## config.mk

```make
export PLATFORM = sky130hd
export DESIGN_NAME = aabb_collision_table_top
export DESIGN_NICKNAME = d
export VERILOG_FILES = /design/src/rtl/aabb_ct_pkg.sv /design/src/rtl/aabb_ct_ram.sv /design/src/rtl/aabb_ct_ovl.sv /design/src/rtl/aabb_collision_table_top.sv
export VERILOG_INCLUDE_DIRS = /design/src /design/src/rtl
export SDC_FILE = /design/constraint.sdc
export NUM_CORES = 2
export LEC_CHECK = 0
export BUFFER_PORTS_ARGS = -buffer_cell sky130_fd_sc_hd__buf_2
export CAP_MARGIN = 10
export CORE_UTILIZATION = 40
export DETAILED_ROUTE_END_ITERATION = 16
export PLACE_DENSITY = 0.54
export SLEW_MARGIN = 40
export SYNTH_ARGS = -nofsm -noshare
export SYNTH_HDL_FRONTEND = slang
export SYNTH_SLANG_ARGS = --single-unit
```

## constraint.sdc

```tcl
create_clock -name clk -period 11 [get_ports clk]
set_input_delay 2.2 -clock clk [delete_from_list [all_inputs] [get_ports clk]]
set_output_delay 2.2 -clock clk [all_outputs]
set_load 0.02 [all_outputs]
```

## src/rtl/aabb_collision_table_top_defines.svh

```systemverilog
// Assertion macros shared by the box table RTL.
// Depends on nothing; users must have signals named clk and rst in scope.
`ifndef AABB_COLLISION_TABLE_TOP_DEFINES_SVH
`define AABB_COLLISION_TABLE_TOP_DEFINES_SVH

// Same-cycle implication, disabled while reset is high.
`define AABB_ASSERT_IMP(lbl, ante, cons, msg) \
  lbl: assert property (@(posedge clk) disable iff (rst) (ante) |-> (cons)) else $error(msg);

// Next-cycle implication, disabled while reset is high.
`define AABB_ASSERT_NXT(lbl, ante, cons, msg) \
  lbl: assert property (@(posedge clk) disable iff (rst) (ante) |=> (cons)) else $error(msg);

`endif

```

## src/rtl/aabb_ct_pkg.sv

```systemverilog
// Types and constants for the box table with overlap search.
// Used by the overlap unit and the top level; depends on nothing.
package aabb_ct_pkg;

  localparam int COORD_W  = 16;
  localparam int SCALE_W  = 9;
  localparam int FRAC_W   = 8;
  localparam int KIND_W   = 2;
  localparam int IDX_W    = 6;
  localparam int STATUS_W = 2;
  localparam int ECNT_W   = 7;
  localparam int PROD_W   = COORD_W + SCALE_W;
  localparam int DIFF_W   = COORD_W + 1;
  localparam int SUM_W    = PROD_W + 1;
  localparam int BOX_W    = 4 * COORD_W;
  localparam int IN_DATA_W  = ((IDX_W + BOX_W + 7) / 8) * 8;
  localparam int OUT_DATA_W = ((STATUS_W + 1 + IDX_W + ECNT_W + 7) / 8) * 8;

  localparam logic [KIND_W-1:0] KIND_ADD    = 2'd0;
  localparam logic [KIND_W-1:0] KIND_REMOVE = 2'd1;
  localparam logic [KIND_W-1:0] KIND_FIND   = 2'd2;

  localparam logic [STATUS_W-1:0] STATUS_OK    = 2'd0;
  localparam logic [STATUS_W-1:0] STATUS_FULL  = 2'd1;
  localparam logic [STATUS_W-1:0] STATUS_RANGE = 2'd2;

  localparam logic REG_X_SCALE = 1'b0;
  localparam logic REG_Y_SCALE = 1'b1;

  localparam logic [SCALE_W-1:0] X_SCALE_RESET = 9'd243;
  localparam logic [SCALE_W-1:0] Y_SCALE_RESET = 9'd205;

  typedef struct packed {
    logic signed [COORD_W-1:0] px;
    logic signed [COORD_W-1:0] py;
    logic [COORD_W-1:0]        sx;
    logic [COORD_W-1:0]        sy;
  } box_t;

  typedef struct packed {
    logic valid;
    logic load_q;
  } ovl_ctl_t;

  typedef struct packed {
    logic valid;
    logic hit;
  } ovl_res_t;

endpackage

```

## src/rtl/aabb_ct_ram.sv

```systemverilog
// Generic single-write, single-read RAM with a registered read port.
// Depends on nothing.
module aabb_ct_ram #(
  parameter int WIDTH = 64,
  parameter int DEPTH = 64
) (
  input  logic                     clk,
  input  logic                     we,
  input  logic [$clog2(DEPTH)-1:0] waddr,
  input  logic [WIDTH-1:0]         wdata,
  input  logic                     re,
  input  logic [$clog2(DEPTH)-1:0] raddr,
  output logic [WIDTH-1:0]         rdata
);

  logic [WIDTH-1:0] mem [DEPTH];

  always_ff @(posedge clk) begin
    if (we) begin
      mem[waddr] <= wdata;
    end
    if (re) begin
      rdata <= mem[raddr];
    end
  end

endmodule

```

## src/rtl/aabb_ct_ovl.sv

```systemverilog
// Shared overlap unit: one multiplier pair, then an abs-distance compare per axis.
// Depends on aabb_ct_pkg.
module aabb_ct_ovl import aabb_ct_pkg::*; #(
  parameter int TAG_W = 6
) (
  input  logic               clk,
  input  logic               rst,
  input  ovl_ctl_t           ctl,
  input  box_t               ent,
  input  logic [TAG_W-1:0]   ent_idx,
  input  box_t               query,
  input  logic [SCALE_W-1:0] x_scale,
  input  logic [SCALE_W-1:0] y_scale,
  output ovl_res_t           res,
  output logic [TAG_W-1:0]   res_idx
);

  logic [COORD_W-1:0]       mul_sx;
  logic [COORD_W-1:0]       mul_sy;
  logic [PROD_W-1:0]        hx_prod;
  logic [PROD_W-1:0]        hy_prod;
  logic [PROD_W-1:0]        q_hx;
  logic [PROD_W-1:0]        q_hy;
  logic signed [DIFF_W-1:0] dx;
  logic signed [DIFF_W-1:0] dy;
  logic                     st_valid;
  logic                     st_load;
  logic [TAG_W-1:0]         st_idx;
  logic [DIFF_W-1:0]        adx;
  logic [DIFF_W-1:0]        ady;
  logic [SUM_W-1:0]         sum_x;
  logic [SUM_W-1:0]         sum_y;
  logic                     fit_x;
  logic                     fit_y;

  // The query's half-extents go through the same multipliers in a load cycle.
  assign mul_sx = ctl.load_q ? query.sx : ent.sx;
  assign mul_sy = ctl.load_q ? query.sy : ent.sy;

  always_ff @(posedge clk) begin
    if (rst) begin
      st_valid <= 1'b0;
      st_load  <= 1'b0;
    end else begin
      st_valid <= ctl.valid;
      st_load  <= ctl.load_q;
    end
    hx_prod <= PROD_W'(mul_sx) * PROD_W'(x_scale);
    hy_prod <= PROD_W'(mul_sy) * PROD_W'(y_scale);
    dx      <= DIFF_W'(ent.px) - DIFF_W'(query.px);
    dy      <= DIFF_W'(ent.py) - DIFF_W'(query.py);
    st_idx  <= ent_idx;
    if (st_load) begin
      q_hx <= hx_prod;
      q_hy <= hy_prod;
    end
  end

  // Overlap on an axis holds when the centre distance is within the summed extents.
  always_comb begin
    adx   = dx[DIFF_W-1] ? DIFF_W'(-dx) : DIFF_W'(dx);
    ady   = dy[DIFF_W-1] ? DIFF_W'(-dy) : DIFF_W'(dy);
    sum_x = SUM_W'(hx_prod) + SUM_W'(q_hx);
    sum_y = SUM_W'(hy_prod) + SUM_W'(q_hy);
    fit_x = SUM_W'({adx, FRAC_W'(0)}) <= sum_x;
    fit_y = SUM_W'({ady, FRAC_W'(0)}) <= sum_y;
  end

  assign res.valid = st_valid;
  assign res.hit   = fit_x && fit_y;
  assign res_idx   = st_idx;

endmodule

```

## src/rtl/aabb_collision_table_top.sv

```systemverilog
// Top level of the box table with overlap search.
// Depends on aabb_ct_pkg, aabb_ct_ram, aabb_ct_ovl and the assertion macro header.
`include "aabb_collision_table_top_defines.svh"

// The block keeps an ordered table of up to TABLE_DEPTH boxes in a RAM and
// handles one request at a time. An add (tuser kind 0) appends the box; a full
// table answers status 1. A remove (kind 1) moves every later entry down by
// one, one entry per cycle through the RAM's single read port and single write
// port; an index at or beyond the count answers status 2. A find (kind 2)
// streams the entries from index 0 through the one shared multiplier pair and
// compare unit, one entry per cycle behind the RAM read register and the overlap
// unit's register, and stops at the first overlap. Kind 3 answers status 0.
// Configuration writes on the cfg port set the per-axis Q1.8 extent scales and
// should be made while no request is in flight. Results sit in an output
// register, so the next request is taken while the previous result waits on
// m_tready.
module aabb_collision_table_top import aabb_ct_pkg::*; #(
  parameter int TABLE_DEPTH = 64
) (
  input  logic                  clk,
  input  logic                  rst,
  // Request: tdata holds, from bit 0 up, index, pos_x, pos_y, size_x, size_y,
  // and two zero bits.
  input  logic                  s_tvalid,
  output logic                  s_tready,
  input  logic [IN_DATA_W-1:0]  s_tdata,
  // tuser holds kind.
  input  logic [KIND_W-1:0]     s_tuser,
  // Result: tdata holds, from bit 0 up, status, hit, hit_index, entry_count.
  output logic                  m_tvalid,
  input  logic                  m_tready,
  output logic [OUT_DATA_W-1:0] m_tdata,
  // Configuration writes: index 0 is x_extent_scale, index 1 y_extent_scale.
  input  logic                  cfg_we,
  input  logic                  cfg_addr,
  input  logic [SCALE_W-1:0]    cfg_data
);

  localparam int AW    = $clog2(TABLE_DEPTH);
  localparam int CNT_W = $clog2(TABLE_DEPTH + 1);

  typedef enum logic [2:0] {
    ST_IDLE,
    ST_PREP,
    ST_SCAN,
    ST_SHIFT,
    ST_FIN
  } state_t;

  state_t               state;
  logic [CNT_W-1:0]     count;
  logic [SCALE_W-1:0]   x_scale;
  logic [SCALE_W-1:0]   y_scale;
  logic [CNT_W-1:0]     rd_ptr;
  logic [AW-1:0]        wr_ptr;
  logic                 rv;
  box_t                 q;
  logic [STATUS_W-1:0]  res_status;
  logic                 res_hit;
  logic [AW-1:0]        res_idx;

  logic                 in_acc;
  logic [KIND_W-1:0]    in_kind;
  logic [IDX_W-1:0]     in_idx;
  box_t                 in_box;
  logic                 scan_found;
  logic                 issue;
  logic                 ram_we;
  logic [AW-1:0]        ram_waddr;
  logic [BOX_W-1:0]     ram_wdata;
  logic [BOX_W-1:0]     ram_rdata;
  ovl_ctl_t             ovl_ctl;
  ovl_res_t             ovl_res;
  logic [AW-1:0]        ovl_idx;
  logic [AW-1:0]        ent_idx;

  assign s_tready = (state == ST_IDLE);

  always_comb begin
    in_acc    = s_tvalid && s_tready;
    in_kind   = s_tuser;
    in_idx    = s_tdata[5:0];
    in_box.px = s_tdata[21:6];
    in_box.py = s_tdata[37:22];
    in_box.sx = s_tdata[53:38];
    in_box.sy = s_tdata[69:54];

    scan_found = (state == ST_SCAN) && ovl_res.valid && ovl_res.hit;
    issue = ((state == ST_PREP) || (state == ST_SCAN) || (state == ST_SHIFT)) &&
            (rd_ptr < count) && !scan_found;

    // The add write comes straight from the request; the shift write copies
    // the entry read on the previous cycle one place down.
    ram_we    = 1'b0;
    ram_waddr = count[AW-1:0];
    ram_wdata = in_box;
    if (in_acc && (in_kind == KIND_ADD) && (count < CNT_W'(TABLE_DEPTH))) begin
      ram_we = 1'b1;
    end else if ((state == ST_SHIFT) && rv) begin
      ram_we    = 1'b1;
      ram_waddr = wr_ptr;
      ram_wdata = ram_rdata;
    end

    ovl_ctl.valid  = rv && (state == ST_SCAN);
    ovl_ctl.load_q = (state == ST_PREP);
  end

  aabb_ct_ram #(
    .WIDTH (BOX_W),
    .DEPTH (TABLE_DEPTH)
  ) u_table (
    .clk   (clk),
    .we    (ram_we),
    .waddr (ram_waddr),
    .wdata (ram_wdata),
    .re    (issue),
    .raddr (rd_ptr[AW-1:0]),
    .rdata (ram_rdata)
  );

  // The index of the entry that arrives on the RAM output trails the read pointer.
  assign ent_idx = AW'(rd_ptr - CNT_W'(1));

  aabb_ct_ovl #(
    .TAG_W (AW)
  ) u_ovl (
    .clk     (clk),
    .rst     (rst),
    .ctl     (ovl_ctl),
    .ent     (ram_rdata),
    .ent_idx (ent_idx),
    .query   (q),
    .x_scale (x_scale),
    .y_scale (y_scale),
    .res     (ovl_res),
    .res_idx (ovl_idx)
  );

  always_ff @(posedge clk) begin
    if (rst) begin
      state    <= ST_IDLE;
      count    <= '0;
      x_scale  <= X_SCALE_RESET;
      y_scale  <= Y_SCALE_RESET;
      rv       <= 1'b0;
      res_hit  <= 1'b0;
      m_tvalid <= 1'b0;
    end else begin
      if (cfg_we) begin
        case (cfg_addr)
          REG_X_SCALE: x_scale <= cfg_data;
          REG_Y_SCALE: y_scale <= cfg_data;
          default: ;
        endcase
      end

      rv <= issue;
      if (issue) begin
        rd_ptr <= rd_ptr + CNT_W'(1);
      end
      // In the finish state the result register is reloaded below instead.
      if (m_tvalid && m_tready && (state != ST_FIN)) begin
        m_tvalid <= 1'b0;
      end

      case (state)
        ST_IDLE: begin
          if (in_acc) begin
            res_status <= STATUS_OK;
            res_hit    <= 1'b0;
            res_idx    <= '0;
            q          <= in_box;
            case (in_kind)
              KIND_ADD: begin
                if (count >= CNT_W'(TABLE_DEPTH)) begin
                  res_status <= STATUS_FULL;
                end else begin
                  count <= count + CNT_W'(1);
                end
                state <= ST_FIN;
              end
              KIND_REMOVE: begin
                if (32'(in_idx) >= 32'(count)) begin
                  res_status <= STATUS_RANGE;
                  state      <= ST_FIN;
                end else begin
                  rd_ptr <= CNT_W'(32'(in_idx) + 1);
                  wr_ptr <= AW'(in_idx);
                  state  <= ST_SHIFT;
                end
              end
              KIND_FIND: begin
                rd_ptr <= '0;
                state  <= ST_PREP;
              end
              default: state <= ST_FIN;
            endcase
          end
        end
        ST_PREP: begin
          state <= ST_SCAN;
        end
        ST_SCAN: begin
          if (scan_found) begin
            res_hit <= 1'b1;
            res_idx <= ovl_idx;
            state   <= ST_FIN;
          end else if (!issue && !rv) begin
            state <= ST_FIN;
          end
        end
        ST_SHIFT: begin
          if (rv) begin
            wr_ptr <= wr_ptr + AW'(1);
          end
          if (!issue && !rv) begin
            count <= count - CNT_W'(1);
            state <= ST_FIN;
          end
        end
        ST_FIN: begin
          if (!m_tvalid || m_tready) begin
            m_tvalid <= 1'b1;
            m_tdata  <= {ECNT_W'(count), IDX_W'(res_idx), res_hit, res_status};
            state    <= ST_IDLE;
          end
        end
        default: state <= ST_IDLE;
      endcase
    end
  end

  `AABB_ASSERT_IMP(a_count_max, 1'b1, count <= CNT_W'(TABLE_DEPTH), "count above table depth")
  `AABB_ASSERT_NXT(a_count_step, 1'b1,
    (count == $past(count)) || (count == $past(count) + CNT_W'(1)) ||
    (count == $past(count) - CNT_W'(1)), "count moved by more than one")
  `AABB_ASSERT_IMP(a_shift_range, (state == ST_SHIFT) && ram_we,
    32'(wr_ptr) + 1 < 32'(count), "shift write beyond the held entries")
  `AABB_ASSERT_IMP(a_hit_range, res_hit, 32'(res_idx) < 32'(count), "hit index not below count")

endmodule
```

[After elaboration in Yosys (flattened, before gate mapping)]
Memories as Yosys holds them, arrays and structs flattened. A register that Yosys moved wholly into a read port is not among the register bits.
Index checks and enable logic that the tools add are counted.
Operators by class
  $add $sub $neg: 12
  multiply operators: 2
  div/mod/pow operators: 0
  magnitude comparators: 6
  equality and inequality tests: 16
  shift-type cells: 0
  muxes and demuxes: 46
  bitwise operators: 2
  reductions and logical operators: 33
Operators by type and width (number)
  2-to-1 mux 64 bit: 2
  2-to-1 mux 7 bit: 8
  adder 25 x 25 -> 26 bit: 2
  <= comparator 25 x 26 -> 1 bit: 2
  multiplier 16 x 9 -> 25 bit: 2
  2-to-1 mux 6 bit: 8
  2-to-1 mux 17 bit: 2
  negator 17 bit: 2
  subtractor 16 x 16 -> 17 bit: 2
  2-to-1 mux 16 bit: 2
  case mux 7 bit (2 select lines): 2
  case mux 6 bit (2 select lines): 2
  2-to-1 mux 3 bit: 5
  case mux 3 bit (5 select lines): 1
  adder 7 x 1 -> 7 bit (second input constant): 2
  logical AND 1 bit: 13
  2-to-1 mux 1 bit: 10
  inequality test 2 bit (second input constant): 5
  AND reduction 3 bit: 3
  inequality test 2 x 1 -> 1 bit (second input constant): 4
  adder 6 x 1 -> 7 bit (second input constant): 1
  greater-or-equal comparator 6 x 7 -> 1 bit: 1
  greater-or-equal comparator 7 bit (second input constant): 1
  < comparator 7 bit: 1
  other kinds (24): 34
Word-level totals
  register bits after elaboration: 274
  bits in latches: 0
  memory bits (writable): 4096
  ROM bits: 0
  input bits: 89
  output and inout port bits: 18
  word-level logic and storage cells: 143
  memories: 1
Memory list
  u_table.mem: depth 64, width 64, rd ports 1, clocked after Yosys merged registers in 1, wr ports 1, line aabb_ct_ram.sv:16  | logic [WIDTH-1:0] mem [DEPTH];

[Depth between registers and ports, before layout]
  depth after elaboration: 12
  gate-level depth with buffers: 23
  mapped depth without buffers: 22

[Cells and area by module]
A second synthesis with hierarchy kept.
Unflattened totals
  cells, all modules: 9067
  area total of the unflattened synthesis: 181074.9 um^2
Modules (own cells, without submodules)
  aabb_ct_ram: times used 1, cells an instance 6598, area each 156989.3 um^2, sequential area each 124919.8 um^2
  aabb_ct_ovl: times used 1, cells an instance 1975, area each 17805.8 um^2, sequential area each 3343.2 um^2
  aabb_collision_table_top: times used 1, cells an instance 494, area each 6279.8 um^2, sequential area each 3653.5 um^2

[Worst setup path after synthesis]
Ideal clock, no wire load.
  path kind: input port to flip-flop
  start: input s_tvalid
  end: memory u_table.mem[11][0] (enable)
  setup time: 0.487 ns
  data arrival time: 5.917 ns
  required time: 10.513 ns
  path slack: 4.596 ns
  cell stages on the path: 6
  buffers on the path: 1
  path through: and2_0 > clkbuf_1 > nand3_1 > o21ai_0 > nand2_1 > nor2_1
Between the ends
  cells in the longest elaborated chain, start to end: 6
  elaborated cells between the ends (all ways): 7
  classes of those cells: 4 x mux; 3 x reduce/logical
RTL lines
  start, declared: line aabb_collision_table_top.sv:24  | input logic s_tvalid,
  logical AND 1 bit *: line aabb_collision_table_top.sv:80  | in_acc = s_tvalid && s_tready;
  logical AND 1 bit * (2 in series): line aabb_collision_table_top.sv:97  | if (in_acc && (in_kind == KIND_ADD) && (count < CNT_W'(TABLE_DEPTH))) begin
  2-to-1 mux 1 bit: line aabb_collision_table_top.sv:97
  2-to-1 mux 1 bit: line aabb_ct_ram.sv:19  | if (we) begin
  2-to-1 mux 1 bit (not written as such): line aabb_ct_ram.sv:20  | mem[waddr] <= wdata;
  end, declared: line aabb_ct_ram.sv:16
Mark *: on every way between the ends. The rest lies on a longest branch, timed or not.

[Worst setup path after layout]
  start: register state[0]
  end: register u_ovl.hx_prod[24]
Between the ends
  cells in the longest elaborated chain, start to end: 3
RTL lines
  start, declared: line aabb_collision_table_top.sv:50  | state_t state;
  start signal, assigned: line aabb_collision_table_top.sv:142  | state <= ST_IDLE;
  start signal, assigned: line aabb_collision_table_top.sv:181  | state <= ST_FIN;
  start signal, assigned: line aabb_collision_table_top.sv:186  | state <= ST_FIN;
  equality test 3 x 1 -> 1 bit: line aabb_collision_table_top.sv:106  | ovl_ctl.load_q = (state == ST_PREP);
  2-to-1 mux 16 bit: line aabb_ct_ovl.sv:37  | assign mul_sx = ctl.load_q ? query.sx : ent.sx;
  multiplier 16 x 9 -> 25 bit: line aabb_ct_ovl.sv:48  | hx_prod <= PROD_W'(mul_sx) * PROD_W'(x_scale);
  end signal, assigned: line aabb_ct_ovl.sv:48
  end, declared: line aabb_ct_ovl.sv:20  | logic [PROD_W-1:0] hx_prod;
Every way passes these cells.
A chain may end at the register's enable or synchronous reset.

==> metrics.yaml <==
outcome: "finished clean"
synth_top_cell_by_area: "edfxtp_1"
cts_max_path_buffers: 4
crit_family: "adder cells"
synth_edf_count: 4311
power_density_nw_per_um2: 192
synth_xor_area_frac: 0.00704
drive_above_1_share: 0.280
cp.buffers_inverters: 4
tritoncts: "done"
clk_latency_ns: 1.03
timing.rr.start: "state[0]"
yosys.area_share.simple: 0.0213
vias_per_cell: 5.94
synth_compound_area_frac: 0.0137
synthFlopType: "edfxtp_1"
drc: 0
area_growth_pct: 14.3
hp-class: "reg -> reg"
synth_top_cell_area_share: 0.718
async_reset_ff_frac: 0
synth_top_family_by_area: "multiplexers"
die_x_um: 674
syn_area_sq_um: 180000
worst-path-stages: 21
stdcell_area_sq_um: 206000
drt_iter0_drc: 12100
io_buffers: 104
clock-root-buffer: "clkbuf_16"
yosys_warnings: 0
cts.sinks: 4434
track_usage: 0.232
slowest_stage: "mux2_2"
synthAdderAreaFrac: 0.0386
syn_area_per_cell_sq_um: 21.8
crit_end: "u_ovl.hx_prod[24]"
finalSetupViolCount: 0
drt_wl_total_um: 530000
core_area_sq_um: 449000
ys_ff_latch: 4434
grt_max_degree: 126
synth_area_leaders: "edfxtp_1 72%, mux4_2 17%, fa_1 2.3%"
p_leak_uw: 0.0663
worstSetupPathType: "reg -> reg"
hold_viol_final: 0
cts_buffers: 449
antenna_left: 0
drv_cap: 0
clk_pin_slew_ns: 0.07
vias: 89600
cp_common_cell: "fa_1"
cts_resized: 0
crit_required_ns: 11.89
fin_crit_sh: 0.672
drv_slew: 0
antenna_found_initial: 40
netSwitchingFraction: 0.242
fin_setup_tns_ns: 0
crit_path_start_kind: "flip-flop"
place_congestion: 0.817
postLayoutCoreUtil: 0.459
firstDrtPassIters: 6
ys_seq_area_frac: 0.731
ir_drop_uv: 142
io-pin-count: 107
startpoint: "state[0]"
regToRegSetupSlack_ns: 3.60
cts_max_level: 5
max_slew_margin: 0.188
overflow: 0
dp_hpwl_um: 284000
place_ws_ns: 3.68
seq_area_sq_um: 132000
worst_pin_slew_ns: 1.22
internal-power_uw: 29900
first_global_vias: 90300
postCtsSetupRepairBufs: 0
pwr-share-seq: 0.478
wl_per_cell_um: 35.1
whs_ns: 0.438
placed_area_sq_um: 191000
synth.area.mux_share: 0.174
syn_inst: 8293
cts_hold_buf: 0
power_frac_clock: 0.389
worst_setup_path_end_kind: "flip-flop"
mappedNetlistNets: 8817
worst_r2r_endpoint: "u_ovl.hx_prod[24]"
critPathMaxStageDelay_ns: 0.58
nets: 9266
worst_slack_ns: 3.60
rsz0062_at_grt: "no"
min_period_ns: 7.40
multi_input_area_sq_um: 46800
fillerInstances: 37000
initial_utilization: 0.402
p_sw_uw: 9560
grt_pass1_wl_um: 730000
p_comb_frac: 0.133
die_h_um: 674
die_area_sq_um: 454000
netlist-cell-type-count: 78
cp_max_fo: 21
fin_skew_ns: 0.0789
cp.arrival_ns: 8.29
fmax_mhz: 135
worstPathCellList: "nor3b_2 -> buf_4 -> buf_4 -> mux2_2 -> and2_1 -> fa_1 -> inv_1 -> fa_1 -> fa_1 -> inv_1 -> fa_1 -> ha_1 -> o211a_1 -> o31ai_1 -> a21boi_1 -> a221oi_1 -> o21ai_1 -> o41a_1 -> a41o_1 -> o41a_1 -> xnor2_1"
row_count: 246
r2r_cells: 21
[layer usage]
metal,share of wire,GRT usage,vias up
met3,0.081,0.0373,739
met1,0.42,0.337,49700
met4,0.029,0.0599,14
li1,-,-,35200
met5,0.00013,0,-
met2,0.47,0.367,3996
[synthesized netlist by cell type, types with 33 or more instances]
library cell  count
buf_1            91
nor3_1           41
a21o_1           41
ha_1            232
nand2b_1         33
fa_1            203
and2_1          113
nor2b_1          38
mux4_2         1344
o21ai_0          66
nand2_1         276
edfxtp_1       4311
dfxtp_1         123
mux2_2           92
clkbuf_1        260
nor2_1          165
a21oi_1         106
xnor2_1         106
nand3_1          64
inv_1           300
xor2_1           39
[power by group through the flow]
stage               logic (uW)  registers, uW  clock network [uW]
global route              5790          18900               16200
global placement          5210          19200                   0
CTS                       5320          18900               15600
finish                    5270          18900               15400
detailed placement        5290          19200                   0
floorplan                 3900          19200                   0
[cells by family (layout without fill, tap and decap cells)]
logic type	after synthesis	after routing
adder cells (fa/ha/maj)	435	435
multiplexers	1451	1451
AND/OR/NAND/NOR	803	803
AO/OA/AOI/OAI	372	372
other	0	11
flip-flops	4434	4434
XOR/XNOR	145	145
buffers and inverters	653	1486
[stage by stage]
stage	power [uW]	cells
after floorplan	23100	8293
after global placement	24400	14200
after detailed placement	24500	14200
after CTS	39800	15100
after global routing	40900	15100
final	39500	15100
[worst min-delay path by stage]
stage	start	endpoint	slack, ns	cells past startpoint
2_1_floorplan	res_status[0]	m_tdata[0]	0.40	0
3_3_place_gp	u_ovl.hx_prod[0]	u_ovl.q_hx[0]	0.42	0
5_1_grt	u_ovl.hy_prod[4]	u_ovl.q_hy[4]	0.45	0
3_5_place_dp	u_ovl.hy_prod[10]	u_ovl.q_hy[10]	0.42	0
6_report	u_ovl.hx_prod[17]	u_ovl.q_hx[17]	0.44	0
4_1_cts	u_ovl.hy_prod[4]	u_ovl.q_hy[4]	0.44	0
[state kept, by name, indices dropped and copies added (netlist names), 9 cells and up]
register / flops
u_table.mem: 4096
q: 64
u_table.rdata: 64
u_ovl.hx_prod: 25
u_ovl.hy_prod: 25
u_ovl.q_hx: 25
u_ovl.q_hy: 25
u_ovl.dx: 17
u_ovl.dy: 17
m_tdata: 16
x_scale: 9
y_scale: 9
[layout make-up]
type                            count  share of cell area
Sequential cell                  4434               0.640
Multi-Input combinational cell   3206               0.227
Clock buffer                      552              0.0578
Tap cell                         5952              0.0361
Timing Repair Buffer              351              0.0197
Clock inverter                    283              0.0138
Inverter                          300             0.00550
Antenna cell                       11            0.000134
[cell usage in the layout (no fill, tap or decap), types with 39 or more instances in the layout]
cell type / n
edfxtp_1: 4311
mux4_2: 1344
clkbuf_16: 456
inv_1: 299
nand2_1: 275
ha_1: 232
fa_1: 203
dfxtp_1: 120
and2_1: 112
buf_4: 108
a21oi_1: 106
xnor2_1: 104
buf_2: 104
nor2_1: 101
clkinv_1: 96
clkinv_2: 96
clkbuf_1: 82
nand3_1: 64
nor2_4: 64
o21ai_0: 61
mux2_4: 55
buf_12: 52
bufinv_16: 47
a21o_1: 41
buf_16: 41
nor3_1: 40
xor2_1: 39
Note: power is estimated with default switching activity, not from simulation.
